File: src/hw/rtl/tgms_pkg.sv
// ----------------------------------------------------------------------------
// tgms_pkg
// Shared widths, defaults and the job record passed from front to back end.
// ----------------------------------------------------------------------------
`default_nettype none
package tgms_pkg;
   localparam int SampleW   = 24;
   localparam int SumW      = 41;
   localparam int SqW       = 64;
   localparam int CntW      = 17;
   localparam int StatW     = 24;
   localparam int FlagW     = 4;
   localparam int ProdW     = 82;
   localparam int DivisorW  = 32;
   localparam int SqrtSteps = 32;
   localparam int MulSteps  = 41;
   localparam int DivSteps  = 82;
   localparam int StepW     = 7;

   localparam int MAX_ROWS_DEFAULT    = 65536;
   localparam int SAMPLE_BITS_DEFAULT = 24;

   typedef struct packed {
      logic signed [SumW-1:0] sum_zero;
      logic signed [SumW-1:0] sum_one;
      logic [SqW-1:0]         sq_zero;
      logic [SqW-1:0]         sq_one;
      logic [CntW-1:0]        cnt_zero;
      logic [CntW-1:0]        cnt_one;
      logic [CntW-1:0]        invalid;
      logic [CntW-1:0]        rows_zero;
      logic [CntW-1:0]        rows_one;
   } job_type;
endpackage
`default_nettype wire

File: src/hw/rtl/tgms_if.sv
// ----------------------------------------------------------------------------
// tgms request and response channels
// Valid/ready channels carrying a sample row and a column result.
// ----------------------------------------------------------------------------
`default_nettype none
interface tgms_req_if;
   logic        valid;
   logic        ready;
   logic [23:0] sample;
   logic        not_finite;
   logic        group;
   logic        last_row;
   modport source (output valid, sample, not_finite, group, last_row, input ready);
   modport sink   (input valid, sample, not_finite, group, last_row, output ready);
endinterface

`default_nettype wire

File: src/hw/rtl/tgms_front.sv
// ----------------------------------------------------------------------------
// tgms_front
// Accumulates sums, sums of squares and counts per group, one row a cycle while q_full is low.
// ----------------------------------------------------------------------------
`default_nettype none
module tgms_front #(
   parameter int MAX_ROWS    = tgms_pkg::MAX_ROWS_DEFAULT,
   parameter int SAMPLE_BITS = tgms_pkg::SAMPLE_BITS_DEFAULT
) (
   input  wire logic              clock,
   input  wire logic              reset,
   tgms_req_if.sink               req_if,
   input  wire logic              q_full,
   output tgms_pkg::job_type      job,
   output logic                   job_push
);
   localparam int Shift = tgms_pkg::SampleW - SAMPLE_BITS;

   tgms_pkg::job_type acc_ff, acc_in, upd;
   logic                                  accept;
   logic signed [tgms_pkg::SampleW-1:0]   x;
   logic signed [2*tgms_pkg::SampleW-1:0] x_sq;
   logic [tgms_pkg::CntW:0]               rows_total;
   logic                                  room;

   assign req_if.ready = !q_full;
   assign accept       = req_if.valid && req_if.ready;
   assign x    = $signed(req_if.sample << Shift) >>> Shift;
   assign x_sq = x * x;
   assign rows_total = {1'b0, acc_ff.rows_zero} + {1'b0, acc_ff.rows_one};
   assign room = rows_total < (tgms_pkg::CntW+1)'(MAX_ROWS);

   always_comb begin
      upd = acc_ff;
      if (room) begin
         if (req_if.group) upd.rows_one  = acc_ff.rows_one + 1'b1;
         else              upd.rows_zero = acc_ff.rows_zero + 1'b1;
         if (req_if.not_finite) begin
            upd.invalid = acc_ff.invalid + 1'b1;
         end else if (req_if.group) begin
            upd.sum_one = acc_ff.sum_one + tgms_pkg::SumW'(x);
            upd.sq_one  = acc_ff.sq_one + tgms_pkg::SqW'($unsigned(x_sq));
            upd.cnt_one = acc_ff.cnt_one + 1'b1;
         end else begin
            upd.sum_zero = acc_ff.sum_zero + tgms_pkg::SumW'(x);
            upd.sq_zero  = acc_ff.sq_zero + tgms_pkg::SqW'($unsigned(x_sq));
            upd.cnt_zero = acc_ff.cnt_zero + 1'b1;
         end
      end
      acc_in = acc_ff;
      if (accept) acc_in = req_if.last_row ? '0 : upd;
   end

   assign job      = upd;
   assign job_push = accept && req_if.last_row;

   always_ff @(posedge clock) begin
      if (reset) acc_ff <= '0;
      else       acc_ff <= acc_in;
   end
endmodule
`default_nettype wire

File: src/flat_wrapper.sv
// flat-port wrapper written by rule: the top's interface ports become plain ports
module tgms_front_flat 
#(
   parameter int MAX_ROWS    = tgms_pkg::MAX_ROWS_DEFAULT,
   parameter int SAMPLE_BITS = tgms_pkg::SAMPLE_BITS_DEFAULT
)
  (clock, reset, q_full, job, job_push, req_if_valid, req_if_sample, req_if_not_finite, req_if_group, req_if_last_row, req_if_ready);
  tgms_req_if req_if_i ();
  input  wire logic clock;
  input  wire logic reset;
  input  wire logic q_full;
  output tgms_pkg::job_type job;
  output logic job_push;
  input wire logic [$bits(req_if_i.valid)-1:0] req_if_valid;
  input wire logic [$bits(req_if_i.sample)-1:0] req_if_sample;
  input wire logic [$bits(req_if_i.not_finite)-1:0] req_if_not_finite;
  input wire logic [$bits(req_if_i.group)-1:0] req_if_group;
  input wire logic [$bits(req_if_i.last_row)-1:0] req_if_last_row;
  output wire logic [$bits(req_if_i.ready)-1:0] req_if_ready;
  assign req_if_i.valid = req_if_valid;
  assign req_if_i.sample = req_if_sample;
  assign req_if_i.not_finite = req_if_not_finite;
  assign req_if_i.group = req_if_group;
  assign req_if_i.last_row = req_if_last_row;
  assign req_if_ready = req_if_i.ready;
  tgms_front #(.MAX_ROWS(MAX_ROWS), .SAMPLE_BITS(SAMPLE_BITS)) u_core (.clock(clock), .reset(reset), .req_if(req_if_i), .q_full(q_full), .job(job), .job_push(job_push));
endmodule
File: config.mk
export PLATFORM = sky130hd
export DESIGN_NAME = tgms_front_flat
export DESIGN_NICKNAME = d
export VERILOG_FILES = /design/src/hw/rtl/tgms_pkg.sv /design/src/hw/rtl/tgms_if.sv /design/src/hw/rtl/tgms_front.sv /design/src/flat_wrapper.sv
export SDC_FILE = /design/constraint.sdc
export NUM_CORES = 2
export LEC_CHECK = 0
export ABC_AREA = 1
export BUFFER_PORTS_ARGS = -buffer_cell sky130_fd_sc_hd__clkbuf_2
export CORE_MARGIN = 2
export CORE_UTILIZATION = 64
export DETAILED_ROUTE_END_ITERATION = 8
export PLACE_DENSITY = 0.84
export RECOVER_POWER = 50
export SLEW_MARGIN = 20
export SYNTH_ARGS = -nofsm -noshare
export SYNTH_HDL_FRONTEND = slang
export SYNTH_SLANG_ARGS = --single-unit
File: constraint.sdc
create_clock -name clock -period 14.29 [get_ports clock]
set_input_delay 2.1435 -clock clock [delete_from_list [all_inputs] [get_ports clock]]
set_output_delay 2.1435 -clock clock [all_outputs]
set_load 0.02 [all_outputs]
==> flow_summary.json <==
{
  "hold_violations": 0,
  "clock-sinks": 295,
  "rsz0062_at_grt": "false",
  "htreeDepth": 2,
  "wl_per_cell_um": 19.1,
  "die_h_um": 286,
  "r2r_cells": 16,
  "largest-register": "u_core.acc_ff",
  "crit_arrival_ns": 11.64,
  "startpoint": "req_if_sample[23]",
  "drt_first_pass_iters": 6,
  "yosysMostFrequentCell": "nand2_1",
  "slowest_stage": "xor2_1",
  "fin_cells": 9122,
  "cts_hold_buf": 0,
  "cp-start-kind": "primary input",
  "multi_input_area_um2": 38300,
  "drcViolationCount": 0,
  "path_max_fanout": 19,
  "relSlewSlack_pct": -195,
  "yosysSeqAreaShare_pct": 11.6,
  "critical-path-top-delay-family": "adder cells",
  "antenna_found_initial": 3,
  "largest_register_ffs": 295,
  "ys_types": 48,
  "routed_via_density": 5.71,
  "hp-class": "flop to flop",
  "min_from": "u_core.acc_ff[212]",
  "crit_type": "primary input to output pin",
  "grt.total_usage_pct": 42.3,
  "hpwl_um": 143000,
  "grt_pass1_vias": 50800,
  "drtAntennaViolNets": 0,
  "wirelength_um": 175000,
  "end_kind": "output pin",
  "ys.flop_type": "dfxtp_1",
  "seqCellArea_um2": 5910,
  "min_path_cells": 2,
  "synth_nets": 8787,
  "maxCapViolCount": 13,
  "final_nets": 8987,
  "synth_top_area_share_pct": 21.8,
  "dp_cells": 9058,
  "ys_seq_elements": 295,
  "async_reset_ff_share_pct": 0,
  "grt_pass1_wl_um": 273000,
  "min_period_ns": 13.78,
  "ys_top_cells_by_count": "2257 x nand2_1, 1470 x inv_1, 601 x a21oi_1",
  "slew_violations": 782,
  "gr-total-overflow": 0,
  "cts_buffer_depth": 3,
  "clkTransAtPathRegs_ns": 0.06,
  "syn_avg_cell_area_um2": 6.48,
  "critPathRequiredTime_ns": 12.15,
  "io_pins": 328,
  "start_util_pct": 64.5,
  "num_rows": 103,
  "root_buffer": "clkbuf_16",
  "coreArea_um2": 78900,
  "largestRegisters": "u_core.acc_ff: 295 flops",
  "die_w_um": 286,
  "critical_path_depth": 38,
  "ys_top_cells_by_area": "fa_1 22%, nand2_1 17%, dfxtp_1 12%, inv_1 11%, ha_1 8.7%",
  "crit_buf_inv": 10,
  "post-cts-setup-buffers": 0,
  "status": "complete, but fails checks",
  "ys_warn_count": 0,
  "fin_worst_skew_ns": 0.0297,
  "cpMostUsedCell": "nand2_1",
  "drt_iter0_drc": 4858,
  "fin_setup_tns_ns": 0,
  "num-fill-cells": 6936,
  "synth_area_um2": 50800,
  "fin_crit_sh_pct": 96.4,
  "clock.fmax_mhz": 72.6,
  "r2r-start": "u_core.acc_ff[9]",
  "synth.largest_area_cell": "fa_1",
  "layout-drive-gt1-share_pct": 5.54,
  "port_buffers": 327,
  "cts_resized": 0,
  "tightest_slew_ns": 4.42,
  "synthCells": 7847,
  "cts_tree": "yes",
  "gp_congestion": 1.09,
  "vias": 52100,
  "setup_violations": 0,
  "final_cell_area_um2": 54400,
  "clk_latency_ns": 0.60,
  "grt_max_degree": 157,
  "violations": "max-capacitance violations, max-slew violations",
  "synth_edf_count": 0,
  "slowest_delay_ns": 0.61,
  "syn_to_final_growth_pct": 7.03,
  "die_area_um2": 81700,
  "placed_area_um2": 53400,
  "cts_buffers": 37
}
## stage by stage
stage          utilization [%]  hold WS, ns  setup WS, ns
2_1_floorplan                -        0.455          2.28
3_3_place_gp              67.7        0.465         0.873
3_5_place_dp              67.7        0.474         0.716
4_1_cts                   69.2        0.483         0.679
5_1_grt                   69.0        0.499        0.0683
6_report                  69.0        0.482         0.509
## cell usage in the layout, fill, tap and decap left out, types with 19 or more instances in the layout
cell	count
ha_1	355
o21bai_1	49
or2_2	79
a21oi_1	601
nor2_1	584
a21o_1	19
clkbuf_1	112
nand3_1	349
o211ai_1	21
dfxtp_1	295
xnor2_1	96
nor3_1	82
clkbuf_2	231
o21ai_0	349
fa_1	554
nand2_1	2258
and2_1	72
buf_4	63
nand4_1	96
inv_1	1470
xor2_1	141
a21boi_0	21
o21a_1	22
clkbuf_16	37
## tightest hold or removal path: cells and delay by family, from the launching register on
family           cells  cell delay [ns]
AO/OA/AOI/OAI        1             0.05
flip-flops           1             0.32
AND/OR/NAND/NOR      1             0.06
## cell families after synthesis
group / synth area share [%]
buffers and inverters: 12.9
flip-flops: 11.6
AO/OA/AOI/OAI: 11.8
multiplexers: 0.0394
AND/OR/NAND/NOR: 29.0
XOR/XNOR: 4.08
adder cells (fa/ha/maj): 30.6
## layer usage
layer	routed length, um	share of wire, %	global-route usage (%)	up-vias
met1	67900	39	53.8	24300
met3	16400	9.4	7.40	572
met5	34	0.019	0	-
met2	79000	45	68.5	2564
li1	-	-	-	24600
met4	11300	6.5	23.4	4
## final cells by class
cell class | instances | share of cell area (%)
diodes | 1 | 0.00460
clock buffers | 52 | 1.92
clock inverters | 11 | 0.352
inverters | 1475 | 10.2
multi-input cells | 5837 | 70.5
flip-flops and latches | 295 | 10.9
well taps | 1050 | 2.41
repair buffers | 401 | 3.80
## path summary, 6_finish.rpt
kind	end	slack, ns
max	job[128]	0.51
min	u_core.acc_ff[212]	0.48
max reg2reg	u_core.acc_ff[16]	7.28
min reg2reg	u_core.acc_ff[212]	0.48
Power is not shown: default switching activity piles up to over one toggle a cycle in this logic, so the estimate is an artifact.
