--- src/hw/rtl/tgms_pkg.sv ---
// ----------------------------------------------------------------------------
// tgms_pkg
// Shared widths, defaults and the job record passed from front to back end.
// ----------------------------------------------------------------------------
`default_nettype none
package tgms_pkg;
   localparam int SampleW   = 24;
   localparam int SumW      = 41;
   localparam int SqW       = 64;
   localparam int CntW      = 17;
   localparam int StatW     = 24;
   localparam int FlagW     = 4;
   localparam int ProdW     = 82;
   localparam int DivisorW  = 32;
   localparam int SqrtSteps = 32;
   localparam int MulSteps  = 41;
   localparam int DivSteps  = 82;
   localparam int StepW     = 7;

   localparam int MAX_ROWS_DEFAULT    = 65536;
   localparam int SAMPLE_BITS_DEFAULT = 24;

   typedef struct packed {
      logic signed [SumW-1:0] sum_zero;
      logic signed [SumW-1:0] sum_one;
      logic [SqW-1:0]         sq_zero;
      logic [SqW-1:0]         sq_one;
      logic [CntW-1:0]        cnt_zero;
      logic [CntW-1:0]        cnt_one;
      logic [CntW-1:0]        invalid;
      logic [CntW-1:0]        rows_zero;
      logic [CntW-1:0]        rows_one;
   } job_type;
endpackage
`default_nettype wire

--- src/hw/rtl/tgms_if.sv ---
// ----------------------------------------------------------------------------
// tgms request and response channels
// Valid/ready channels carrying a sample row and a column result.
// ----------------------------------------------------------------------------
`default_nettype none


interface tgms_rsp_if;
   logic        valid;
   logic        ready;
   logic [23:0] mean_zero;
   logic [23:0] mean_one;
   logic [23:0] stddev_zero;
   logic [23:0] stddev_one;
   logic [16:0] valid_count_zero;
   logic [16:0] valid_count_one;
   logic [16:0] invalid_count;
   logic [16:0] rows_zero;
   logic [16:0] rows_one;
   logic [3:0]  undefined_flags;
   modport source (output valid, mean_zero, mean_one, stddev_zero, stddev_one,
                   valid_count_zero, valid_count_one, invalid_count, rows_zero,
                   rows_one, undefined_flags, input ready);
   modport sink   (input valid, mean_zero, mean_one, stddev_zero, stddev_one,
                   valid_count_zero, valid_count_one, invalid_count, rows_zero,
                   rows_one, undefined_flags, output ready);
endinterface
`default_nettype wire

--- src/hw/rtl/tgms_back.sv ---
// ----------------------------------------------------------------------------
// tgms_back
// Sequencer with a shared shift-add multiplier, restoring divider and
// bit-pair square root; works out mean and stddev of both groups.
// ----------------------------------------------------------------------------
`default_nettype none
module tgms_back (
   input  wire logic              clock,
   input  wire logic              reset,
   input  tgms_pkg::job_type      job,
   input  wire logic              job_valid,
   output logic                   job_pop,
   tgms_rsp_if.source             rsp_if
);
   typedef enum logic [6:0] {
      ST_IDLE = 7'b0000001,
      ST_MEAN = 7'b0000010,
      ST_MULQ = 7'b0000100,
      ST_MULS = 7'b0001000,
      ST_VDIV = 7'b0010000,
      ST_SQRT = 7'b0100000,
      ST_OUT  = 7'b1000000
   } state_type;

   localparam int PW = tgms_pkg::ProdW;
   localparam int DW = tgms_pkg::DivisorW;

   state_type state_ff, state_in;
   tgms_pkg::job_type job_ff, job_in;
   logic grp_ff, grp_in;
   logic [tgms_pkg::StepW-1:0] step_ff, step_in;
   logic [PW-1:0] mcand_ff, mcand_in, prod_ff, prod_in, nq_ff, nq_in, num_ff, num_in;
   logic [tgms_pkg::SumW-1:0] mplier_ff, mplier_in;
   logic [DW-1:0] rem_ff, rem_in, divisor_ff, divisor_in;
   logic [63:0] sv_ff, sv_in, sres_ff, sres_in, sbit_ff, sbit_in;
   logic [tgms_pkg::StatW-1:0] mean_ff [2], mean_in [2], sd_ff [2], sd_in [2];
   logic out_valid_ff, out_valid_in;
   logic [tgms_pkg::StatW-1:0] o_mean0_ff, o_mean0_in, o_mean1_ff, o_mean1_in;
   logic [tgms_pkg::StatW-1:0] o_sd0_ff, o_sd0_in, o_sd1_ff, o_sd1_in;
   logic [tgms_pkg::CntW-1:0]  o_c0_ff, o_c0_in, o_c1_ff, o_c1_in, o_inv_ff, o_inv_in;
   logic [tgms_pkg::CntW-1:0]  o_r0_ff, o_r0_in, o_r1_ff, o_r1_in;
   logic [tgms_pkg::FlagW-1:0] o_fl_ff, o_fl_in;

   logic signed [tgms_pkg::SumW-1:0] s_sel;
   logic [tgms_pkg::SumW-1:0] mag_sel, mag_one;
   logic [tgms_pkg::SqW-1:0]  q_sel;
   logic [tgms_pkg::CntW-1:0] n_sel;
   logic [DW:0]   trial;
   logic          qbit;
   logic [PW-1:0] num_step, prod_step, diff;
   logic [63:0]   sum_rb;
   logic [2*tgms_pkg::CntW-1:0] nn1;
   logic [tgms_pkg::StatW-1:0]  mean_val, sd_val;
   logic [63:0]   v_sat;

   assign s_sel   = grp_ff ? job_ff.sum_one : job_ff.sum_zero;
   assign q_sel   = grp_ff ? job_ff.sq_one  : job_ff.sq_zero;
   assign n_sel   = grp_ff ? job_ff.cnt_one : job_ff.cnt_zero;
   assign mag_sel = s_sel[tgms_pkg::SumW-1] ? -s_sel : s_sel;
   assign mag_one = job_ff.sum_one[tgms_pkg::SumW-1] ? -job_ff.sum_one : job_ff.sum_one;

   // restoring divide step
   assign trial    = {rem_ff, num_ff[PW-1]};
   assign qbit     = trial >= {1'b0, divisor_ff};
   assign num_step = {num_ff[PW-2:0], qbit};
   // shift-add multiply step
   assign prod_step = mplier_ff[0] ? prod_ff + mcand_ff : prod_ff;
   assign diff      = (nq_ff > prod_step) ? nq_ff - prod_step : '0;
   assign nn1       = n_sel * (n_sel - 1'b1);
   assign sum_rb    = sres_ff + sbit_ff;
   assign v_sat     = (|num_step[PW-1:64]) ? '1 : num_step[63:0];

   always_comb begin
      mean_val = s_sel[tgms_pkg::SumW-1] ? -num_step[tgms_pkg::StatW-1:0]
                                          : num_step[tgms_pkg::StatW-1:0];
      if (n_sel == '0) mean_val = '0;
      if (n_sel < tgms_pkg::CntW'(2))   sd_val = '0;
      else if (|sres_in[63:tgms_pkg::StatW]) sd_val = '1;
      else sd_val = sres_in[tgms_pkg::StatW-1:0];
   end

   always_comb begin
      state_in = state_ff; job_in = job_ff; grp_in = grp_ff; step_in = step_ff + 1'b1;
      mcand_in = mcand_ff; prod_in = prod_ff; nq_in = nq_ff; num_in = num_ff;
      mplier_in = mplier_ff; rem_in = rem_ff; divisor_in = divisor_ff;
      sv_in = sv_ff; sres_in = sres_ff; sbit_in = sbit_ff;
      mean_in = mean_ff; sd_in = sd_ff;
      out_valid_in = out_valid_ff && !rsp_if.ready;
      o_mean0_in = o_mean0_ff; o_mean1_in = o_mean1_ff; o_sd0_in = o_sd0_ff;
      o_sd1_in = o_sd1_ff; o_c0_in = o_c0_ff; o_c1_in = o_c1_ff; o_inv_in = o_inv_ff;
      o_r0_in = o_r0_ff; o_r1_in = o_r1_ff; o_fl_in = o_fl_ff;
      job_pop = 1'b0;
      unique case (state_ff) inside
         ST_IDLE: begin
            if (job_valid) begin
               job_pop = 1'b1; job_in = job; grp_in = 1'b0; step_in = '0;
               num_in = PW'(job.sum_zero[tgms_pkg::SumW-1] ? -job.sum_zero : job.sum_zero);
               rem_in = '0; divisor_in = DW'(job.cnt_zero);
               state_in = ST_MEAN;
            end
         end
         ST_MEAN: begin
            rem_in = qbit ? DW'(trial - {1'b0, divisor_ff}) : trial[DW-1:0];
            num_in = num_step;
            if (step_ff == tgms_pkg::StepW'(tgms_pkg::DivSteps-1)) begin
               mean_in[grp_ff] = mean_val;
               mcand_in = PW'(q_sel); mplier_in = tgms_pkg::SumW'(n_sel);
               prod_in = '0; step_in = '0; state_in = ST_MULQ;
            end
         end
         ST_MULQ, ST_MULS: begin
            prod_in = prod_step; mcand_in = mcand_ff << 1; mplier_in = mplier_ff >> 1;
            if (step_ff == tgms_pkg::StepW'(tgms_pkg::MulSteps-1)) begin
               step_in = '0;
               if (state_ff == ST_MULQ) begin
                  nq_in = prod_step; mcand_in = PW'(mag_sel); mplier_in = mag_sel;
                  prod_in = '0; state_in = ST_MULS;
               end else begin
                  num_in = diff; rem_in = '0; divisor_in = nn1[DW-1:0];
                  state_in = ST_VDIV;
               end
            end
         end
         ST_VDIV: begin
            rem_in = qbit ? DW'(trial - {1'b0, divisor_ff}) : trial[DW-1:0];
            num_in = num_step;
            if (step_ff == tgms_pkg::StepW'(tgms_pkg::DivSteps-1)) begin
               sv_in = v_sat; sres_in = '0; sbit_in = 64'd1 << 62;
               step_in = '0; state_in = ST_SQRT;
            end
         end
         ST_SQRT: begin
            if (sv_ff >= sum_rb) begin
               sv_in = sv_ff - sum_rb; sres_in = (sres_ff >> 1) + sbit_ff;
            end else begin
               sres_in = sres_ff >> 1;
            end
            sbit_in = sbit_ff >> 2;
            if (step_ff == tgms_pkg::StepW'(tgms_pkg::SqrtSteps-1)) begin
               sd_in[grp_ff] = sd_val; step_in = '0;
               if (!grp_ff) begin
                  grp_in = 1'b1; num_in = PW'(mag_one); rem_in = '0;
                  divisor_in = DW'(job_ff.cnt_one); state_in = ST_MEAN;
               end else begin
                  state_in = ST_OUT;
               end
            end
         end
         ST_OUT: begin
            if (!out_valid_in) begin
               out_valid_in = 1'b1;
               o_mean0_in = mean_ff[0]; o_mean1_in = mean_ff[1];
               o_sd0_in = sd_ff[0]; o_sd1_in = sd_ff[1];
               o_c0_in = job_ff.cnt_zero; o_c1_in = job_ff.cnt_one;
               o_inv_in = job_ff.invalid; o_r0_in = job_ff.rows_zero;
               o_r1_in = job_ff.rows_one;
               o_fl_in = {job_ff.cnt_one < tgms_pkg::CntW'(2),
                          job_ff.cnt_zero < tgms_pkg::CntW'(2),
                          job_ff.cnt_one == '0, job_ff.cnt_zero == '0};
               state_in = ST_IDLE;
            end
         end
         default: state_in = ST_IDLE;
      endcase
   end

   always_ff @(posedge clock) begin
      job_ff <= job_in; grp_ff <= grp_in; step_ff <= step_in;
      mcand_ff <= mcand_in; prod_ff <= prod_in; nq_ff <= nq_in; num_ff <= num_in;
      mplier_ff <= mplier_in; rem_ff <= rem_in; divisor_ff <= divisor_in;
      sv_ff <= sv_in; sres_ff <= sres_in; sbit_ff <= sbit_in;
      mean_ff <= mean_in; sd_ff <= sd_in;
      o_mean0_ff <= o_mean0_in; o_mean1_ff <= o_mean1_in; o_sd0_ff <= o_sd0_in;
      o_sd1_ff <= o_sd1_in; o_c0_ff <= o_c0_in; o_c1_ff <= o_c1_in; o_inv_ff <= o_inv_in;
      o_r0_ff <= o_r0_in; o_r1_ff <= o_r1_in; o_fl_ff <= o_fl_in;
   end

   always_ff @(posedge clock) begin
      if (reset) begin
         state_ff     <= ST_IDLE;
         out_valid_ff <= 1'b0;
      end else begin
         state_ff     <= state_in;
         out_valid_ff <= out_valid_in;
      end
   end

   assign rsp_if.valid            = out_valid_ff;
   assign rsp_if.mean_zero        = o_mean0_ff;
   assign rsp_if.mean_one         = o_mean1_ff;
   assign rsp_if.stddev_zero      = o_sd0_ff;
   assign rsp_if.stddev_one       = o_sd1_ff;
   assign rsp_if.valid_count_zero = o_c0_ff;
   assign rsp_if.valid_count_one  = o_c1_ff;
   assign rsp_if.invalid_count    = o_inv_ff;
   assign rsp_if.rows_zero        = o_r0_ff;
   assign rsp_if.rows_one         = o_r1_ff;
   assign rsp_if.undefined_flags  = o_fl_ff;

`ifndef SYNTHESIS
   a_pop_idle: assert property (@(posedge clock) disable iff (reset)
      job_pop |-> state_ff == ST_IDLE)
      else $error("job taken while busy");
   a_empty_mean: assert property (@(posedge clock) disable iff (reset)
      out_valid_ff && o_fl_ff[0] |-> o_mean0_ff == '0 && o_sd0_ff == '0)
      else $error("empty group zero gives non-zero result");
   a_single_sd: assert property (@(posedge clock) disable iff (reset)
      out_valid_ff && o_fl_ff[3] |-> o_sd1_ff == '0)
      else $error("stddev of group one set with fewer than two samples");
`endif
endmodule
`default_nettype wire

--- src/flat_wrapper.sv ---
// flat-port wrapper written by rule: the top's interface ports become plain ports
module tgms_back_flat 
  (clock, reset, job, job_valid, job_pop, rsp_if_valid, rsp_if_mean_zero, rsp_if_mean_one, rsp_if_stddev_zero, rsp_if_stddev_one, rsp_if_valid_count_zero, rsp_if_valid_count_one, rsp_if_invalid_count, rsp_if_rows_zero, rsp_if_rows_one, rsp_if_undefined_flags, rsp_if_ready);
  tgms_rsp_if rsp_if_i ();
  input  wire logic clock;
  input  wire logic reset;
  input  tgms_pkg::job_type job;
  input  wire logic job_valid;
  output logic job_pop;
  output wire logic [$bits(rsp_if_i.valid)-1:0] rsp_if_valid;
  output wire logic [$bits(rsp_if_i.mean_zero)-1:0] rsp_if_mean_zero;
  output wire logic [$bits(rsp_if_i.mean_one)-1:0] rsp_if_mean_one;
  output wire logic [$bits(rsp_if_i.stddev_zero)-1:0] rsp_if_stddev_zero;
  output wire logic [$bits(rsp_if_i.stddev_one)-1:0] rsp_if_stddev_one;
  output wire logic [$bits(rsp_if_i.valid_count_zero)-1:0] rsp_if_valid_count_zero;
  output wire logic [$bits(rsp_if_i.valid_count_one)-1:0] rsp_if_valid_count_one;
  output wire logic [$bits(rsp_if_i.invalid_count)-1:0] rsp_if_invalid_count;
  output wire logic [$bits(rsp_if_i.rows_zero)-1:0] rsp_if_rows_zero;
  output wire logic [$bits(rsp_if_i.rows_one)-1:0] rsp_if_rows_one;
  output wire logic [$bits(rsp_if_i.undefined_flags)-1:0] rsp_if_undefined_flags;
  input wire logic [$bits(rsp_if_i.ready)-1:0] rsp_if_ready;
  assign rsp_if_valid = rsp_if_i.valid;
  assign rsp_if_mean_zero = rsp_if_i.mean_zero;
  assign rsp_if_mean_one = rsp_if_i.mean_one;
  assign rsp_if_stddev_zero = rsp_if_i.stddev_zero;
  assign rsp_if_stddev_one = rsp_if_i.stddev_one;
  assign rsp_if_valid_count_zero = rsp_if_i.valid_count_zero;
  assign rsp_if_valid_count_one = rsp_if_i.valid_count_one;
  assign rsp_if_invalid_count = rsp_if_i.invalid_count;
  assign rsp_if_rows_zero = rsp_if_i.rows_zero;
  assign rsp_if_rows_one = rsp_if_i.rows_one;
  assign rsp_if_undefined_flags = rsp_if_i.undefined_flags;
  assign rsp_if_i.ready = rsp_if_ready;
  tgms_back u_core (.clock(clock), .reset(reset), .job(job), .job_valid(job_valid), .job_pop(job_pop), .rsp_if(rsp_if_i));
endmodule
--- config.mk ---
export PLATFORM = sky130hd
export DESIGN_NAME = tgms_back_flat
export DESIGN_NICKNAME = d
export VERILOG_FILES = /design/src/hw/rtl/tgms_pkg.sv /design/src/hw/rtl/tgms_if.sv /design/src/hw/rtl/tgms_back.sv /design/src/flat_wrapper.sv
export SDC_FILE = /design/constraint.sdc
export NUM_CORES = 2
export LEC_CHECK = 0
export ABC_AREA = 1
export BUFFER_PORTS_ARGS = -buffer_cell sky130_fd_sc_hd__buf_2
export CAP_MARGIN = 5
export CORE_ASPECT_RATIO = 2
export CORE_MARGIN = 5
export CORE_UTILIZATION = 25
export DETAILED_ROUTE_END_ITERATION = 8
export GPL_ROUTABILITY_DRIVEN = 0
export PLACE_DENSITY_LB_ADDON = 0.05
export SLEW_MARGIN = 20
export SYNTH_ARGS = -nofsm -noshare
export SYNTH_HDL_FRONTEND = slang
export SYNTH_SLANG_ARGS = --single-unit
--- constraint.sdc ---
create_clock -name clock -period 41.6 [get_ports clock]
set_clock_uncertainty 0.05 [all_clocks]
set_input_delay 10.4 -clock clock [delete_from_list [all_inputs] [get_ports clock]]
set_output_delay 10.4 -clock clock [all_outputs]
set_load 0.1 [all_outputs]
==> metrics.md <==
| Metric | Value |
|---|---|
| Status | `completed` |
| Actual slew at the worst max-slew pin | `1130 ps` |
| Detailed Route Iter0 Violations | `3942` |
| Antenna Violating Nets Remaining | `0` |
| RSZ-0062 raised after global routing | `false` |
| Crit start category | `input pin` |
| Cell variety after synth | `77` |
| Compound-Gate Fraction of Synth Area | `0.123` |
| Initial antenna violation count | `72` |
| Final HPWL DP | `305 mm` |
| CTS tree | `built` |
| I/O Buffers | `485` |
| Met1 Wirelength | `134 mm` |
| Seq/Total Area, Yosys | `0.419` |
| Synth Area in Adders | `0.133` |
| WL per Instance | `24.6 um` |
| # nets final | `11600` |
| Worst min-delay path class | `flip-flop to flip-flop` |
| Post-place instance area | `91000 sq um` |
| Die H | `825 um` |
| FMAX | `0.0454 GHz` |
| TNS Setup | `0 ps` |
| Syn Area/Cell | `8.26 sq um` |
| Worst EP arrival | `11560 ps` |
| Area share of the largest cell type after synthesis | `0.400` |
| Most area-hungry cell type in the Yosys netlist | `edfxtp_1` |
| Postcts setup bufs | `0` |
| Vias | `71400` |
| Pre-antenna DRT Iters | `8` |
| Cell row count | `299` |
| Min cycle time layout | `22010 ps` |
| Clock transition at the registers of the reported paths | `60 ps` |
| Synth Area in Simple Gates | `0.210` |
| Slew headroom | `0.241` |
| XOR/XNOR share of the synthesized area | `0.0303` |
| IO Pins | `486` |
| Flop and latch count out of synthesis | `1185` |
| Critical path endpoint category | `primary output` |
| Longest Clk Path Bufs | `4` |
| Worst-Skew Late Latency | `870 ps` |
| CTS Root Cell | `clkbuf_16` |
| Average via count per standard cell | `4.73` |
| Total grt overflow | `0` |
| Crit path required time | `31150 ps` |
| Top sig layer | `met5` |
| First-pass GRT wire length | `524 mm` |
| Met2 wire length | `199 mm` |
| Commonest cells post-synth | `nand2_1, inv_1, nor2_1` |
| Die W | `417 um` |
| Crit share post-route | `0.529` |
| CTS Buf Count | `141` |
| Top cells by area, synth | `edfxtp_1, nand2_1, inv_1` |
| Max Transition Viols Final | `0` |
| Synth Flop Type | `edfxtp_1` |
| WL met3 | `16.6 mm` |
| Ys Warns | `0` |
| Residual DRC count | `0` |
| Pin count of the biggest net entering global routing | `84` |
| Post-cts sizing count | `0` |
| Most numerous cell in the Yosys netlist | `nand2_1` |
| Core box area | `331000 sq um` |
| Worst Setup Path Type | `input pin to primary output` |
| Main combinational cell family by area after synthesis | `simple AND/OR/NAND/NOR gates` |
| Layout area overhead | `15.3%` |
| Cell area after synthesis | `83000 sq um` |
| Full die area | `344000 sq um` |
| Vias in the first global route | `74900` |
| Layout cells sized above 1 | `0.0899` |
| Inst Count DP | `14800` |
| Post-route insts no fill | `15100` |
| Synth Instances | `10000` |
| Post-synth EDFFs | `1106` |
| Final Cell Area | `95700 sq um` |
| # setup viols final | `0` |
| Post-synthesis async set-or-reset flop share | `0` |
| Total GRT Usage | `0.209` |
| Mux share of post-synthesis cell area | `0.000121` |
| Crit Path Max Fanout | `2` |
| Final hold viol count | `0` |
| Util after Layout | `0.289` |
| Max-cap viol count | `0` |
| Initial Util | `0.251` |
| Cts hold-fix bufs | `0` |
| H-tree levels | `4` |
| Final WL | `371 mm` |
| Sink Count | `1185` |
==> path summary, 6_finish.rpt <==
kind	from	end	slack, ps	cells after the start
worst max-delay path	job_valid	job_pop	19590	4
worst min-delay path	u_core.mean_ff[28]	u_core.rsp_if.mean_zero[4]	320	0
worst max register to register	u_core.grp_ff	u_core.divisor_ff[31]	30670	34
worst min register to register	u_core.mean_ff[28]	u_core.rsp_if.mean_zero[4]	320	0
==> registers in the layout, summed over array words and instances (netlist names), 41 cells and up <==
signal and flops:
u_core.job_ff 295, u_core.mcand_ff 82, u_core.mean_ff 48, u_core.mplier_ff 41
u_core.nq_ff 82, u_core.num_ff 82, u_core.prod_ff 82, u_core.sd_ff 48
u_core.sres_ff 64, u_core.sv_ff 64
==> worst max-delay path: stages <==
cell and delay, ps:
buf_2 100, inv_1 140, nor2_4 380, buf_2 510
==> layout by cell type (no fill, tap or decap), drive strengths merged, types with 40 or more instances in the layout <==
| master | netlist | routed |
|---|---|---|
| nor4 | 53 | 53 |
| xnor2 | 147 | 147 |
| ha | 417 | 417 |
| or2 | 74 | 74 |
| buf | 66 | 597 |
| nor2 | 1286 | 1286 |
| o21ai | 705 | 705 |
| clkbuf | 163 | 159 |
| nand2 | 2144 | 2144 |
| nor3 | 110 | 110 |
| nand4 | 87 | 87 |
| o211ai | 40 | 40 |
| fa | 292 | 292 |
| xor2 | 140 | 140 |
| a31oi | 72 | 72 |
| dfxtp | 79 | 79 |
| edfxtp | 1106 | 1106 |
| o21a | 48 | 48 |
| o21bai | 42 | 42 |
| inv | 1571 | 1581 |
| clkinv | 17 | 68 |
| nand3 | 427 | 427 |
| a21oi | 662 | 662 |
==> metal layers <==
| layer | global-route usage | vias up |
|---|---|---|
| met4 | 0.103 | 50 |
| met5 | 0 | - |
| met3 | 0.0339 | 702 |
| met2 | 0.406 | 1831 |
| met1 | 0.214 | 34400 |
| li1 | - | 34400 |
==> through the flow <==
step | setup WS (ps) | hold WS [ps]
3_3_place_gp | 19520 | 350
3_5_place_dp | 19540 | 355
4_1_cts | 19540 | 302
2_1_floorplan | 7390 | 350
5_1_grt | 19530 | 317
6_report | 19590 | 323
==> area by class of cell <==
| class | instances | area [sq um] |
|---|---|---|
| multi-input cells | 7079 | 41500 |
| diodes | 26 | 65.1 |
| flip-flops and latches | 1185 | 34800 |
| repair buffers | 597 | 3290 |
| clock inverters | 87 | 948 |
| fillers | 35800 | 235000 |
| well taps | 4364 | 5460 |
| clock buffers | 159 | 3640 |
| inverters | 1588 | 5970 |
==> kinds of logic after synthesis <==
family                   Yosys count
AO/OA/AOI/OAI                   1816
XOR/XNOR                         287
flip-flops                      1185
other                              2
adder cells (fa/ha/maj)          709
multiplexers                       1
AND/OR/NAND/NOR                 4231
buffers and inverters           1817
Power is not shown: default switching activity piles up to over one toggle a cycle in this logic, so the estimate is an artifact.
