`config.mk`:
```
export PLATFORM = sky130hd
export DESIGN_NAME = tgms_queue
export DESIGN_NICKNAME = d
export VERILOG_FILES = /design/src/hw/rtl/tgms_pkg.sv /design/src/hw/rtl/tgms_queue.sv
export SDC_FILE = /design/constraint.sdc
export NUM_CORES = 1
export LEC_CHECK = 0
export BUFFER_PORTS_ARGS = -buffer_cell sky130_fd_sc_hd__clkbuf_2
export CORE_AREA = 2 2 232 234
export CTS_CLUSTER_SIZE = 28
export DETAILED_ROUTE_END_ITERATION = 10
export DIE_AREA = 0 0 234 236
export HOLD_SLACK_MARGIN = 0.02
export PLACE_DENSITY = 0.74
export SLEW_MARGIN = 15
export SYNTH_ARGS = -nofsm -noshare
export SYNTH_HDL_FRONTEND = slang
export SYNTH_SLANG_ARGS = --single-unit
```
`constraint.sdc`:
```
create_clock -name clock -period 29.9 [get_ports clock]
set_clock_uncertainty 0.15 [all_clocks]
set_input_delay 1.495 -clock clock [delete_from_list [all_inputs] [get_ports clock]]
set_output_delay 1.495 -clock clock [all_outputs]
set_load 0.01 [all_outputs]
```
`src/hw/rtl/tgms_pkg.sv`:
```
// ----------------------------------------------------------------------------
// tgms_pkg
// Shared widths, defaults and the job record passed from front to back end.
// ----------------------------------------------------------------------------
`default_nettype none
package tgms_pkg;
   localparam int SampleW   = 24;
   localparam int SumW      = 41;
   localparam int SqW       = 64;
   localparam int CntW      = 17;
   localparam int StatW     = 24;
   localparam int FlagW     = 4;
   localparam int ProdW     = 82;
   localparam int DivisorW  = 32;
   localparam int SqrtSteps = 32;
   localparam int MulSteps  = 41;
   localparam int DivSteps  = 82;
   localparam int StepW     = 7;

   localparam int MAX_ROWS_DEFAULT    = 65536;
   localparam int SAMPLE_BITS_DEFAULT = 24;

   typedef struct packed {
      logic signed [SumW-1:0] sum_zero;
      logic signed [SumW-1:0] sum_one;
      logic [SqW-1:0]         sq_zero;
      logic [SqW-1:0]         sq_one;
      logic [CntW-1:0]        cnt_zero;
      logic [CntW-1:0]        cnt_one;
      logic [CntW-1:0]        invalid;
      logic [CntW-1:0]        rows_zero;
      logic [CntW-1:0]        rows_one;
   } job_type;
endpackage
`default_nettype wire

```
`src/hw/rtl/tgms_queue.sv`:
```
// ----------------------------------------------------------------------------
// tgms_queue
// Two-entry queue of finished columns between front and back end.
// ----------------------------------------------------------------------------
`default_nettype none
module tgms_queue (
   input  wire logic              clock,
   input  wire logic              reset,
   input  wire logic              push,
   input  tgms_pkg::job_type      push_job,
   input  wire logic              pop,
   output tgms_pkg::job_type      head,
   output logic                   not_empty,
   output logic                   full
);
   tgms_pkg::job_type mem [2];
   logic       wr_ptr_ff, wr_ptr_in, rd_ptr_ff, rd_ptr_in;
   logic [1:0] count_ff, count_in;

   assign not_empty = count_ff != 2'd0;
   assign full      = count_ff == 2'd2;
   assign head      = mem[rd_ptr_ff];

   always_comb begin
      wr_ptr_in = push ? !wr_ptr_ff : wr_ptr_ff;
      rd_ptr_in = pop  ? !rd_ptr_ff : rd_ptr_ff;
      count_in  = count_ff + {1'b0, push} - {1'b0, pop};
   end

   always_ff @(posedge clock) begin
      if (push) mem[wr_ptr_ff] <= push_job;
   end

   always_ff @(posedge clock) begin
      if (reset) begin
         wr_ptr_ff <= 1'b0;
         rd_ptr_ff <= 1'b0;
         count_ff  <= 2'd0;
      end else begin
         wr_ptr_ff <= wr_ptr_in;
         rd_ptr_ff <= rd_ptr_in;
         count_ff  <= count_in;
      end
   end
endmodule
`default_nettype wire

```
==> results, run 1 <==
- The critical path launch point type is a flip-flop.
- The combinational group share of total power is a little over a tenth.
- The most frequent standard cell in the layout excluding fill and tap cells is sky130_fd_sc_hd__clkbuf_2.
- In the final timing run, aggregate negative setup slack is 0 ns.
- The initial standard-cell utilization of the core is approximately two fifths.
- The average cell area after synthesis is 23.1 sq um.
- The die extent in y is between 200 and 250 microns.
- The run finished with clean final reports.
- The number of buffers inserted during clock tree synthesis is 58.
- For this run, the total global-route usage over all layers was measured as between 15 and 20%.
- The number of fill cells is ~4200.
- The final number of setup-violating endpoints is 0.
- Counting along the longest clock path gives a buffer depth of 3.
- After synthesis, the share of cell area in mux cells is between 15 and 20%.
- The die covers about 55000 sq um.
- IR analysis of the VDD net gives a maximum drop of around 0.00005 V.
- Measured along the x axis, the die boundary spans about 230 microns.
- The total count of max-transition violations in the final report is 0.
- Clock tree synthesis selected as its root buffer the cell sky130_fd_sc_hd__clkbuf_16.
- The number of remaining DRC errors is 0.
- The critical path required time is about 28 ns.
- Summed over all nets, the switching power comes to between 400 and 500 uW.
- Headroom to the max-slew limit came out at 21.0%.
- The post-synthesis sequential area ratio is ~82%.
- TritonCTS built the clock tree.
- The number of antenna violations at the first check in global routing is 4.
- The post-synthesis adder-cell area fraction is less than 1%.
- The startpoint identified for the worst hold timing path is rd_ptr_ff$_SDFFE_PP0P_.
- In the layout the commonest cells are sky130_fd_sc_hd__clkbuf_2 (595), sky130_fd_sc_hd__edfxtp_1 (590), sky130_fd_sc_hd__mux2_2 (274), sky130_fd_sc_hd__clkbuf_16 (61), sky130_fd_sc_hd__mux2_4 (20).
- The path class of the tightest hold or removal check is reg2reg.
- In the final layout, the share of cells above drive strength 1 is around 61%.
- The region available for standard cell placement spans ~53000 sq um.
- The summed instance area of the synthesized netlist is 21700 sq um.
- Together, buffers and inverters on the worst path number 2.
- The number of gates given a new drive strength after cts is 0.
- The number of setup buffers added after CTS is 0.
- The highest net fanout along the worst path is slightly below 80.
- The aggregate global routing overflow is 0.
- In the finished design, the share of the clock period the worst path needs comes to roughly 16%.
- The post-route minimum period is approximately 4.8 ns.
- Ranked by total cell area, the synthesized netlist is headed by sky130_fd_sc_hd__edfxtp_1 (82%), sky130_fd_sc_hd__mux2_2 (14%), sky130_fd_sc_hd__buf_6 (1.5%), sky130_fd_sc_hd__mux2_4 (1.4%), sky130_fd_sc_hd__dfxtp_1 (0.46%).
- The biggest area contributor in the post-synthesis netlist is sky130_fd_sc_hd__edfxtp_1.
- The switching portion of total power is a little over a fifth.
- The first-pass GRT wire length is around 67000 microns.
- The clock slew seen by the registers of the worst setup and hold paths is ~0.060 ns.
- Entering global routing, the biggest net connects between 150 and 200 pins.
- The netlist uses 15 different library cells.
- The part of the power in the clock network is between 30% and 40%.
- The data arrival time of the critical path is ~3.2 ns.
- Grouping stages by cell kind, the critical path spends the most delay in buffers and inverters.
- After legalization and detailed placement, the total HPWL measured between 30000 and 40000 microns.
- The slew at the pin closest to its max-slew limit is roughly 1.2 ns.
- The number of placed I/O pins is between 500 and 600.
- Internal power comes to approximately 1500 uW.
- The number of buffer cells added on primary ports is about 600.
- The number of global-route vias before repair is 11600.
- Of the total synthesized cell area, the portion taken by XOR and XNOR cells is 0.185%.
- The number of nets in the synthesized netlist is 1240.
- After floorplanning, the core was divided into between 80 and 90 placement rows.
- The worst setup path is of the reg2out kind.
- Setup repair after global routing left no endpoint under its margin.
- The H-tree was split into 2 levels.
- The final core utilization is about half.
- The routed wire length per instance is 19.9 microns.
- The largest single stage delay on the critical path is approximately 0.93 ns.
- By area, the combinational part of the netlist is dominated by multiplexers.
- The clock latency on the worst-skew pair is between 0.5 and 0.6 ns.
- The wire length reported by the detailed router is roughly 46000 microns.
- Counting flops and latches in the post-synthesis netlist gives 595.
- After the first detailed-routing iteration, the DRC count stood at ~570.
- The instance count after placement with tap cells included is approximately 2200.
- Summed over all cells, the static leakage comes to approximately 0.010 uW.
- The slowest stage of the critical path is the sky130_fd_sc_hd__dfxtp_4 cell.
- The net count reported at finish is 1872.
- The signal on the critical path passes through buf_4 > mux2_2 > clkbuf_2.
- The via count normalized by instance count is 4.77.
- Routability-driven placement finished with a final weighted congestion of approximately 0.8.
- In this run the biggest area consumer among cell types represents between 80% and 90% of the synthesized area.
- The area share of and/or/nand/nor cells after synthesis is less than 1%.
- The worst register-to-register path begins at wr_ptr_ff$_SDFFE_PP0P_.
- Synthesis produced between 900 and 1000 cells.
- The detailed-router iteration count before antenna repair is 4.
- The count of nets left with antenna violations after detail routing is 0.
- After the flow finishes, the layout carries non-filler instances totaling 2319.
- The tool flagged a number of max-cap violations equal to 0.
- The detailed router placed between 10000 and 15000 vias in this run.
- Based on the critical path, the design can be clocked at up to approximately 210 MHz.
- The number of sinks on the clock net is a little under 600.
- Power spread over the standard cell area amounts to between 70 and 80 nW/um^2.
- The synthesized-area fraction occupied by ao, oa, aoi and oai cells is 0%.
- The final standard cell area without fillers is approximately 27000 sq um.
- The layout-stage area growth over the synthesis result is 25.8%.
- STA classifies the critical path endpoint as an output pin.
- The proportion of power drawn by flip-flops and latches is 51.1%.
- After detailed placement, the total cell area comes to 25300 sq um.
- Yosys printed 0 warnings.
- The number of hold violations in the final report is 0.
- For this design, the CTS-stage hold fixing added 0 buffers.
- The worst hold margin is 0.393 ns.
==> worst register-to-register path: cells and delay by family, from the launching register on <==
family        cells  cell delay (ns)
buf+inv           2             1.76
flops             1             0.35
simple gates      1             0.76
==> Yosys cell counts <==
master / count
sky130_fd_sc_hd__dfxtp_1: 5
sky130_fd_sc_hd__and2_1: 1
sky130_fd_sc_hd__xnor2_1: 2
sky130_fd_sc_hd__edfxtp_1: 590
sky130_fd_sc_hd__buf_6: 29
sky130_fd_sc_hd__ha_1: 2
sky130_fd_sc_hd__mux2_2: 274
sky130_fd_sc_hd__buf_2: 4
sky130_fd_sc_hd__mux2_4: 20
sky130_fd_sc_hd__nor2_1: 4
sky130_fd_sc_hd__or2_2: 1
sky130_fd_sc_hd__inv_1: 2
sky130_fd_sc_hd__mux2_1: 1
sky130_fd_sc_hd__nor2b_1: 3
sky130_fd_sc_hd__xnor3_1: 1
==> final timing paths <==
kind	to	slack (ns)	cells after the start
hold reg to reg	rd_ptr_ff$_SDFFE_PP0P_	0.39	2
setup / recovery	head[248]	25.06	3
hold / removal	rd_ptr_ff$_SDFFE_PP0P_	0.39	2
setup reg to reg	mem[0][194]$_DFFE_PP_	26.43	3
==> power groups by stage <==
stage	combinational, uW	clock (uW)	sequential (uW)
floorplan	120	0	1020
global placement	200	0	1000
detailed placement	203	0	1010
CTS	204	766	990
global route	215	795	994
finish	201	746	990
==> metrics by stage <==
stage	total power (uW)	setup slack, ns
after global routing	2000	24.87
after CTS	1960	25.05
after detailed placement	1210	25.03
after global placement	1210	25.13
final	1940	25.06
after floorplan	1140	14.58
==> layer usage <==
metal / share of wire (%) / GRT usage [%] / up-vias / wire length (microns)
li1: - / - / 5024 / -
met3: 6.5 / 4.18 / 93 / 2990
met4: 3.5 / 6.21 / 4 / 1600
met1: 38 / 18.5 / 5551 / 17500
met2: 52 / 28.0 / 381 / 24000
met5: 0.054 / 0 / - / 25
==> kinds of logic (layout without fill, tap and decap cells) <==
logic type / after synthesis / in the layout
other cells: 0 / 2
mux: 295 / 295
simple gates: 9 / 9
fa+ha+maj: 2 / 2
flops: 595 / 595
xor+xnor: 3 / 3
buf+inv: 35 / 717
==> flip-flops by register name, indices dropped and copies added, names as in the netlist, named ones only <==
register / count
rd_ptr_ff: 1
mem: 590
count_ff: 2
wr_ptr_ff: 1
==> final cells by class <==
type | instances | area, sq um | area share (%)
Sequential cell | 595 | 17800 | 65.3
Clock inverter | 33 | 372 | 1.36
Multi-Input combinational cell | 309 | 3520 | 12.9
Clock buffer | 77 | 1620 | 5.93
Timing Repair Buffer | 605 | 3070 | 11.2
Antenna cell | 2 | 5.00 | 0.0183
Inverter | 2 | 7.51 | 0.0275
Tap cell | 696 | 871 | 3.19
Power figures use the tool's default switching activity.
==> run 2, diff against run 1 <==
--- a/config.mk
+++ b/config.mk
@@ -5,13 +5,14 @@
 export SDC_FILE = /design/constraint.sdc
 export NUM_CORES = 1
 export LEC_CHECK = 0
+export ABC_AREA = 1
 export BUFFER_PORTS_ARGS = -buffer_cell sky130_fd_sc_hd__clkbuf_2
-export CORE_AREA = 2 2 232 234
+export CORE_AREA = 2 2 231 233
 export CTS_CLUSTER_SIZE = 28
 export DETAILED_ROUTE_END_ITERATION = 10
-export DIE_AREA = 0 0 234 236
+export DIE_AREA = 0 0 233 235
 export HOLD_SLACK_MARGIN = 0.02
-export PLACE_DENSITY = 0.74
+export PLACE_DENSITY = 0.77
 export SLEW_MARGIN = 15
 export SYNTH_ARGS = -nofsm -noshare
 export SYNTH_HDL_FRONTEND = slang
==> constraint.sdc (replaced) <==
create_clock -name clock -period 4.2 [get_ports clock]
set_clock_uncertainty 0.15 [all_clocks]
set_input_delay 0.21 -clock clock [delete_from_list [all_inputs] [get_ports clock]]
set_output_delay 0.21 -clock clock [all_outputs]
set_load 0.01 [all_outputs]
==> run 2 against run 1 <==
Compared with the run above: area after synthesis barely moved; via count grew 14%; final area grew 11%; wire length is 16% higher; register-to-register slack got worse by 25 ns; cell count is 13% higher; die area fell by 0.85%; largest cell class unchanged; highest routed layer is now met4.
==> results, run 2 <==
- The flow ran to the end, and the final reports show no timing, DRC or antenna violations.
- After detailed routing, the average wire length per cell comes to between 20 and 25 microns.
- The final core utilization is between 50 and 60%.
- The register-to-register path setup slack is 1.32 ns.
- The most common cell in the synthesized netlist is sky130_fd_sc_hd__edfxtp_1.
- In this run the tool buffered the top-level ports with approximately 600 buffer cells.
- The cell at the root of the clock tree is sky130_fd_sc_hd__clkbuf_16.
- Setup total negative slack on the finished layout was measured at 0 ns.
- Clock-pin slew was measured on the worst setup and hold paths at roughly 0.06 ns.
- Leaving out fill and tap cells, the most frequent cells in the layout are sky130_fd_sc_hd__clkbuf_2 (595), sky130_fd_sc_hd__edfxtp_1 (590), sky130_fd_sc_hd__dlygate4sd3_1 (299), sky130_fd_sc_hd__mux2_2 (274), sky130_fd_sc_hd__clkbuf_16 (59).
- The count of nets left with antenna violations after detail routing is 0.
- The H-tree depth reported by CTS is 2.
- The total count of max-transition violations in the final report is 0.
- The type of element capturing the critical path is an output pin.
- The startpoint of the tightest hold check path is push_job[242].
- The first global-routing pass estimated a little under 80000 microns of wire.
- The initial standard-cell utilization of the core is just over 40%.
- After floorplanning, the core was divided into between 80 and 90 placement rows.
- The delay of the slowest cell on the worst path is ~0.90 ns.
- The largest voltage drop on the vdd net is slightly above 0.0004 V.
- In this run the static leakage power is roughly 0.012 uW.
- By count the netlist is led by sky130_fd_sc_hd__edfxtp_1 (590), sky130_fd_sc_hd__mux2_2 (274), sky130_fd_sc_hd__buf_6 (29).
- Power spread over the standard cell area amounts to about 450 nW/um^2.
- The slew at the pin closest to its max-slew limit is about 1.1 ns.
- In this run the worst hold path is classified as in2reg.
- Sequential cells account for between 50% and 60% of the total power.
- The switching power total is 3040 uW.
- The wire length reported by the detailed router is between 50000 and 60000 microns.
- Static timing analysis puts the maximum clock frequency at 343 MHz.
- In this run the worst path has a maximum fanout of between 50 and 60.
- The worst max-slew margin expressed relative to the limit is 25.6%.
- The number of placed I/O pins is between 500 and 600.
- The post-synthesis sequential area ratio is between 80% and 90%.
- The count of routing violations after the opening detailed-route iteration is slightly below 700.
- The number of global-route vias before repair came to about 14000.
- The share of post-route cells with drive strength above 1 is approximately 52%.
- The combinational group share of total power is between 10% and 20%.
- The layout-stage area growth over the synthesis result is 39.4%.
- The number of hold violations in the final report is 0.
- The floorplan step set the die width to approximately 230 microns.
- After technology mapping, the gate count stands at ~950.
- The internal portion of the total power is roughly 10000 uW.
- By startpoint and endpoint, the worst setup path is classified as reg2out.
- The longest clock path from root to sink contains 3 buffers.
- The warning count from the yosys run is 0.
- The final HPWL from detailed placement is between 30000 and 40000 microns.
- The floorplan step defined a die boundary enclosing 54800 sq um.
- The flip-flop count of the largest register, all copies and words added is 590.
- Clock tree synthesis found a total of between 500 and 600 sinks.
- Entering global routing, the biggest net connects 89 pins.
- The buffers plus inverters on the worst setup path is 2.
- The number of different library cells used by synthesis comes to 15.
- After detailed routing, the number of remaining DRC violations is 0.
- TritonCTS built the clock tree.
- The library cell used most frequently in the layout, excluding fill and tap cells, is sky130_fd_sc_hd__clkbuf_2.
- Leaving out filler cells and counting taps, the final layout contains 2626.
- The critical path crosses 3 cells after its start point.
- The congestion estimate from routability-driven global placement came to approximately 0.83.
- The proportion of register bits with asynchronous set or reset after synthesis is 0%.
- The critical path goes through buf_4 > mux2_2 > clkbuf_2.
- The slowest stage of the critical path is the sky130_fd_sc_hd__dfxtp_4 cell.
- In the final layout, the multi-input gates occupy about 3500 sq um.
- The instance count after placement with tap cells included is roughly 2200.
- The clock reaches the later pin of the worst-skew pair after 0.58 ns.
- Across all setup checks in the final design, the least slack found is 1.28 ns.
- The detailed-router iteration count before antenna repair is 5.
- A synthesized cell averages about 23 sq um.
- The area taken by flip-flops and latches is approximately 18000 sq um.
- Summed over all layers, the global routing overflow is 0.
- Once placement finished, the instance area stood at approximately 25000 sq um.
- Setup repair after global routing left no endpoint under its margin.
- The largest registers in the layout are mem: 590 flops, count_ff: 2 flops.
- In this run the critical register-to-register path is captured at mem[1][248]$_DFFE_PP_.
- Ranked by total cell area, the synthesized netlist is headed by sky130_fd_sc_hd__edfxtp_1 (82%), sky130_fd_sc_hd__mux2_2 (14%), sky130_fd_sc_hd__buf_6 (1.5%), sky130_fd_sc_hd__mux2_4 (1.4%), sky130_fd_sc_hd__dfxtp_1 (0.46%).
- Across every metal layer, demand over resource in global routing totals 18.9%.
- The number of enable-type register cells in the synthesized netlist is 590.
- The total area inside the core boundary comes to approximately 52000 sq um.
- The net count of the mapped netlist is approximately 1300.
- The number of antenna violations at the first check in global routing is 1.
- The die extent in y is between 200 and 250 microns.
- Prior to clock tree synthesis, the placed netlist has a worst setup slack of 1.37 ns.
- The summed instance area of the synthesized netlist is ~22000 sq um.
- The critical path required time is 3.84 ns.
- Across the run, the number of max-cap violations was 0.
- The biggest area contributor in the post-synthesis netlist is sky130_fd_sc_hd__edfxtp_1.
- The post-route minimum period is about 2.9 ns.
- The total vias in the final route is between 10000 and 15000.
- The destination of the critical timing path is head[29].
- The switching portion of total power is 22.5%.
- The finished cells cover between 30000 and 40000 sq um.
- The number of cells on the worst reg-to-reg path is 4.
- Using the TritonRoute via totals, the vias-per-cell ratio works out to a little under 5.
- The gate family responsible for the most delay along the worst path is flip-flops.
- In the synthesized netlist the dominant register cell turns out to be sky130_fd_sc_hd__edfxtp_1.
- The number of fill cells is 3632.
- The share of synthesized area in the top cell type comes to between 80% and 90%.
- The net count reported at finish is around 2200.
- The number of gates given a new drive strength after cts is 0.
- The register with the most flip-flops in the final layout is mem.
- Synthesis inferred slightly below 600 register bits.
- The number of buffers inserted during clock tree synthesis is 57.
- The final critical-path share of the clock period is 69.5%.
- The start of the worst register-to-register path is wr_ptr_ff$_SDFFE_PP0P_.
- The critical path launch point type is a flip-flop.
- Setup violations remaining at the end of the flow were counted as 0.
- For the worst setup path, the data arrival time is between 2 and 3 ns.
- The part of the power in the clock network is roughly 36%.
-- run 2: routing by layer --
layer | routed length, microns | share of wire [%] | up-vias | GRT usage, %
met5 | 0 | 0 | - | 0
met4 | 2000 | 3.7 | 0 | 7.84
met3 | 3490 | 6.5 | 114 | 4.41
met2 | 29000 | 54 | 540 | 35.5
met1 | 19000 | 36 | 6290 | 19.9
li1 | - | - | 5678 | -
-- run 2: power groups by stage --
stage | sequential [uW] | combinational, uW | clock, uW
after CTS | 6980 | 1630 | 4950
after floorplan | 7100 | 799 | 0
final | 6990 | 1650 | 4900
after global placement | 7080 | 1360 | 0
after global routing | 7010 | 1750 | 5230
after detailed placement | 7110 | 1390 | 0
-- run 2: timing repair --
action                                  in CTS  in global routing
endpoints found under the setup margin       0                  0
endpoints found under the hold margin      607                  0
hold buffers                               299                  0
buffers inserted                             0                  0
-- run 2: final cells by class --
| type | instances | share of cell area [%] |
|---|---|---|
| sequential | 595 | 58.9 |
| timing repair buffer | 918 | 20.6 |
| multi-input combinational | 313 | 11.6 |
| clock buffer | 74 | 5.17 |
| tap | 688 | 2.85 |
| clock inverter | 29 | 0.704 |
| inverter | 8 | 0.112 |
| antenna | 1 | 0.00828 |
-- run 2: worst reg2reg max path, cell delays in order (launching register included) --
cell                         delay (ns)
sky130_fd_sc_hd__dfxtp_2           0.38
sky130_fd_sc_hd__nand2_2           0.08
sky130_fd_sc_hd__clkinvlp_4        0.07
sky130_fd_sc_hd__buf_4             0.77
sky130_fd_sc_hd__buf_4             1.00
-- run 2: how the worst min path moves through the flow --
stage	endpoint	slack (ns)	cells after the start
final	mem[0][242]$_DFFE_PP_	0.19	2
after global routing	mem[1][199]$_DFFE_PP_	0.17	2
after CTS	mem[0][177]$_DFFE_PP_	0.15	2
after detailed placement	mem[0][177]$_DFFE_PP_	0.25	1
after global placement	mem[0][225]$_DFFE_PP_	0.25	1
after floorplan	count_ff[0]$_SDFF_PP0_	0.13	1
-- run 2: stage by stage --
step | hold WS, ns | power (uW)
after floorplan | 0.131 | 7900
after global placement | 0.250 | 8440
after detailed placement | 0.252 | 8490
after CTS | 0.146 | 13600
after global routing | 0.167 | 14000
final | 0.193 | 13500
-- run 2: kinds of logic (layout without fill, tap and decap cells) --
group                    after synthesis  after routing  synth area share [%]
other                                  0              1                     0
XOR/XNOR                               1              1                0.0404
adder cells (fa/ha/maj)                2              2                 0.115
AND/OR/NAND/NOR                       14             14                 0.254
AO/OA/AOI/OAI                          1              1                0.0231
flip-flops                           595            595                  82.2
multiplexers                         295            295                  15.7
buffers and inverters                 41           1029                  1.74
==> run 3, diff against run 2 <==
--- a/config.mk
+++ b/config.mk
@@ -5,14 +5,14 @@
 export SDC_FILE = /design/constraint.sdc
 export NUM_CORES = 1
 export LEC_CHECK = 0
-export ABC_AREA = 1
+export ABC_AREA = 0
 export BUFFER_PORTS_ARGS = -buffer_cell sky130_fd_sc_hd__clkbuf_2
-export CORE_AREA = 2 2 231 233
+export CORE_AREA = 2 2 233 235
 export CTS_CLUSTER_SIZE = 28
 export DETAILED_ROUTE_END_ITERATION = 10
-export DIE_AREA = 0 0 233 235
+export DIE_AREA = 0 0 235 237
 export HOLD_SLACK_MARGIN = 0.02
-export PLACE_DENSITY = 0.77
+export PLACE_DENSITY = 0.74
 export SLEW_MARGIN = 15
 export SYNTH_ARGS = -nofsm -noshare
 export SYNTH_HDL_FRONTEND = slang
==> constraint.sdc (replaced) <==
create_clock -name clock -period 2.9 [get_ports clock]
set_clock_uncertainty 0.15 [all_clocks]
set_input_delay 0.145 -clock clock [delete_from_list [all_inputs] [get_ports clock]]
set_output_delay 0.145 -clock clock [all_outputs]
set_load 0.01 [all_outputs]
==> run 3 against run 2 <==
Compared with the run above: critical path depth increased by 1; highest routed layer unchanged; critical path type unchanged; worst hold slack got worse by 0.081 ns; clock-buffer cell count is 2 lower; critical endpoint is now head[274]; core utilization decreased by 0.57 points; cell count rose by 0.69%; sequential power increased by 46%; worst setup slack lost 0.93 ns; clock power up 53%; via count grew 2.0%; register-to-register slack worse by 0.31 ns; global-route usage grew 0.64 points; wire length increased by 5.6%.
==> results, run 3 (synthesis results as in run 1) <==
- The non-filler instance count after layout is 2644.
- The library cells used most frequently in the layout, excluding fill and tap cells, are sky130_fd_sc_hd__clkbuf_2 (595), sky130_fd_sc_hd__edfxtp_1 (590), sky130_fd_sc_hd__dlygate4sd3_1 (299), sky130_fd_sc_hd__mux2_2 (274), sky130_fd_sc_hd__clkbuf_16 (61).
- The final HPWL from detailed placement is approximately 35000 microns.
- The number of clock buffers added by TritonCTS is 59.
- The number of remaining DRC errors is 0.
- Measured against its own limit, the worst slew margin works out to between 50 and 60%.
- The total count of max-transition violations in the final report came to 0.
- The flip-flop count of the largest register, all copies and words added is 590.
- Counting buffers and inverters, the worst setup path is 4 cells deep.
- The startpoint of the tightest hold check path is push_job[179].
- The number of hold violations in the final report was 0.
- The die covers ~56000 sq um.
- The number of hold buffers added after CTS was 299.
- The register with the most flip-flops in the final layout is mem.
- In the final layout, the multi-input gates occupy between 3000 and 4000 sq um.
- In the finished design, the share of the clock period the worst path needs comes to between 80% and 90%.
- Dividing total power by cell area gives a power density of roughly 670 nW/um^2.
- The clock tree synthesis step divided the H-tree into 2 levels.
- The detailed-router iteration count before antenna repair is 4.
- The number of buffers inserted by post-CTS setup repair is 0.
- Setup repair after global routing left no endpoint under its margin.
- The congestion estimate from routability-driven global placement came to between 0.8 and 0.9.
- The number of gates resized after CTS was 0.
- The layout-stage area growth over the synthesis result is 40.8%.
- The register-to-register path setup slack is roughly 1.0 ns.
- The setup TNS is 0 ns.
- The class of the tightest hold or removal check is in2reg.
- The number of fill cells is roughly 3800.
- The die is ~240 microns wide.
- The critical path class is reg2out.
- Summed over all cells, the static leakage comes to 0.0117 uW.
- The highest net fanout along the worst path is 45.
- The via count normalized by instance count is between 4 and 5.
- The number of stages on the worst hold path is 2.
- The aggregate global routing overflow is 0.
- The number of global-route vias before repair is between 10000 and 15000.
- The highest clock rate is roughly 390 MHz.
- For the worst setup path, the data required time is approximately 2.6 ns.
- The count of routing violations after the opening detailed-route iteration is 690.
- On the worst path, the slowest cell contributes a delay of between 0.5 and 0.6 ns.
- The tree built by TritonCTS fans out to 595 sinks.
- The core region is between 50000 and 60000 sq um.
- In the final layout, the registers with the most flip-flops are mem: 590 flops, count_ff: 2 flops.
- Clock-pin slew was measured on the worst setup and hold paths at approximately 0.070 ns.
- The post-route minimum period is 2.55 ns.
- The first-pass GRT wire length is slightly above 80000 microns.
- The largest voltage drop on the vdd net is 0.000551 V.
- The number of antenna violations at the first check in global routing is 5.
- From bottom edge to top edge, the die measures around 240 microns.
- The number of buffer cells added on primary ports is 595.
- For the worst-skew pair, the clock arrives at the later sink with an insertion delay of roughly 0.59 ns.
- The most frequent standard cell in the layout excluding fill and tap cells is sky130_fd_sc_hd__clkbuf_2.
- The pin count of the biggest net entering global routing is 75.
- Walking the worst path, the cells encountered are buf_12 > buf_12 > mux2_2 > clkbuf_2.
- The count of nets left with antenna violations after detail routing is 0.
- The total number of placement rows is 85.
- The final layout contains routed wiring with a total length of 56500 microns.
- At the worst endpoint, the arrival time is around 2.3 ns.
- Among all stages on the critical path, the largest delay is contributed by sky130_fd_sc_hd__dfxtp_4.
- For the pin with the worst max-slew slack, the measured transition is between 0.7 and 0.8 ns.
- In the final layout, the share of cells above drive strength 1 is around half.
- The buffers plus inverters on the worst setup path is 3.
- Setup violations remaining at the end of the flow were counted as 0.
- The instance count after placement with tap cells included is roughly 2200.
- The worst min-delay path endpoint is mem[1][179]$_DFFE_PP_.
- The gate family responsible for the most delay along the worst path is buffers and inverters.
- The clock passes through at most 3 buffers.
- The finished cells cover approximately 31000 sq um.
- STA classifies the critical path startpoint as a flip-flop.
- The initial standard-cell utilization of the core is about 40%.
- The global-route total usage across every layer is 19.5%.
- The routed wire length per instance is 21.4 microns.
- The area taken by flip-flops and latches is approximately 18000 sq um.
- The most frequent cell on the critical path is sky130_fd_sc_hd__buf_12.
- The cell at the root of the clock tree is sky130_fd_sc_hd__clkbuf_16.
- The max-capacitance violation count is 0.
- TritonCTS built the clock tree.
- The worst register-to-register path ends at mem[1][212]$_DFFE_PP_.
- The total vias in the final route is 12900.
- just under 600 I/O pins were placed.
- The cell depth of the worst flop-to-flop path is 2.
- The worst setup path is captured at an output pin.
- Summing all placed instances gives a cell area of ~26000 sq um.
- The net count reported at finish is 2200.
- The run finished with clean final reports.
- The start of the worst register-to-register path is wr_ptr_ff$_SDFFE_PP0P_.
-- run 3: how the worst max path moves through the flow --
stage                           start                   to  slack, ns
6_report                    flip-flop            head[274]       0.35
5_1_grt                     flip-flop            head[127]       0.23
4_1_cts                     flip-flop            head[277]       0.30
3_5_place_dp                flip-flop            head[286]       0.96
3_3_place_gp                flip-flop            head[131]       1.02
2_1_floorplan  wr_ptr_ff$_SDFFE_PP0P_  mem[0][0]$_DFFE_PP_      -2.36
-- run 3: layout make-up --
cell class	count	share of cell area, %
Tap cell	696	2.85
Clock buffer	72	5.13
Antenna cell	5	0.0410
Timing Repair Buffer	932	21.0
Sequential cell	595	58.4
Clock inverter	33	1.04
Inverter	2	0.0246
Multi-Input combinational cell	309	11.5
-- run 3: routing by layer --
layer,GRT usage [%],share of wire [%],up-vias
li1,-,-,5681
met1,22.1,36,6451
met2,35.7,54,600
met3,4.08,5.9,140
met4,8.06,3.8,0
met5,0,0,-
-- run 3: report_power, final --
| part | leakage, uW | internal, uW | switching (uW) |
|---|---|---|---|
| Clock | 0.000925 | 4350 | 3140 |
| Combinational | 0.00521 | 1280 | 1340 |
| Sequential | 0.00558 | 10000 | 150 |
-- run 3: worst register-to-register path: cells and delay by family, from the launching register on --
family        cells  cell delay [ns]
simple gates      1             0.63
buf+inv           1             0.44
flops             1             0.37
-- run 3: stage by stage --
step / total power (uW) / hold WS (ns) / worst slack, ns / util (%)
finish: 20300 / 0.113 / 0.347 / 57.3
global route: 21000 / 0.0929 / 0.233 / 57.3
CTS: 20300 / 0.0810 / 0.298 / 57.3
detailed placement: 12600 / 0.187 / 0.964 / 48.1
global placement: 12500 / 0.183 / 1.02 / 48.1
floorplan: 11600 / 0.0600 / -2.36 / -
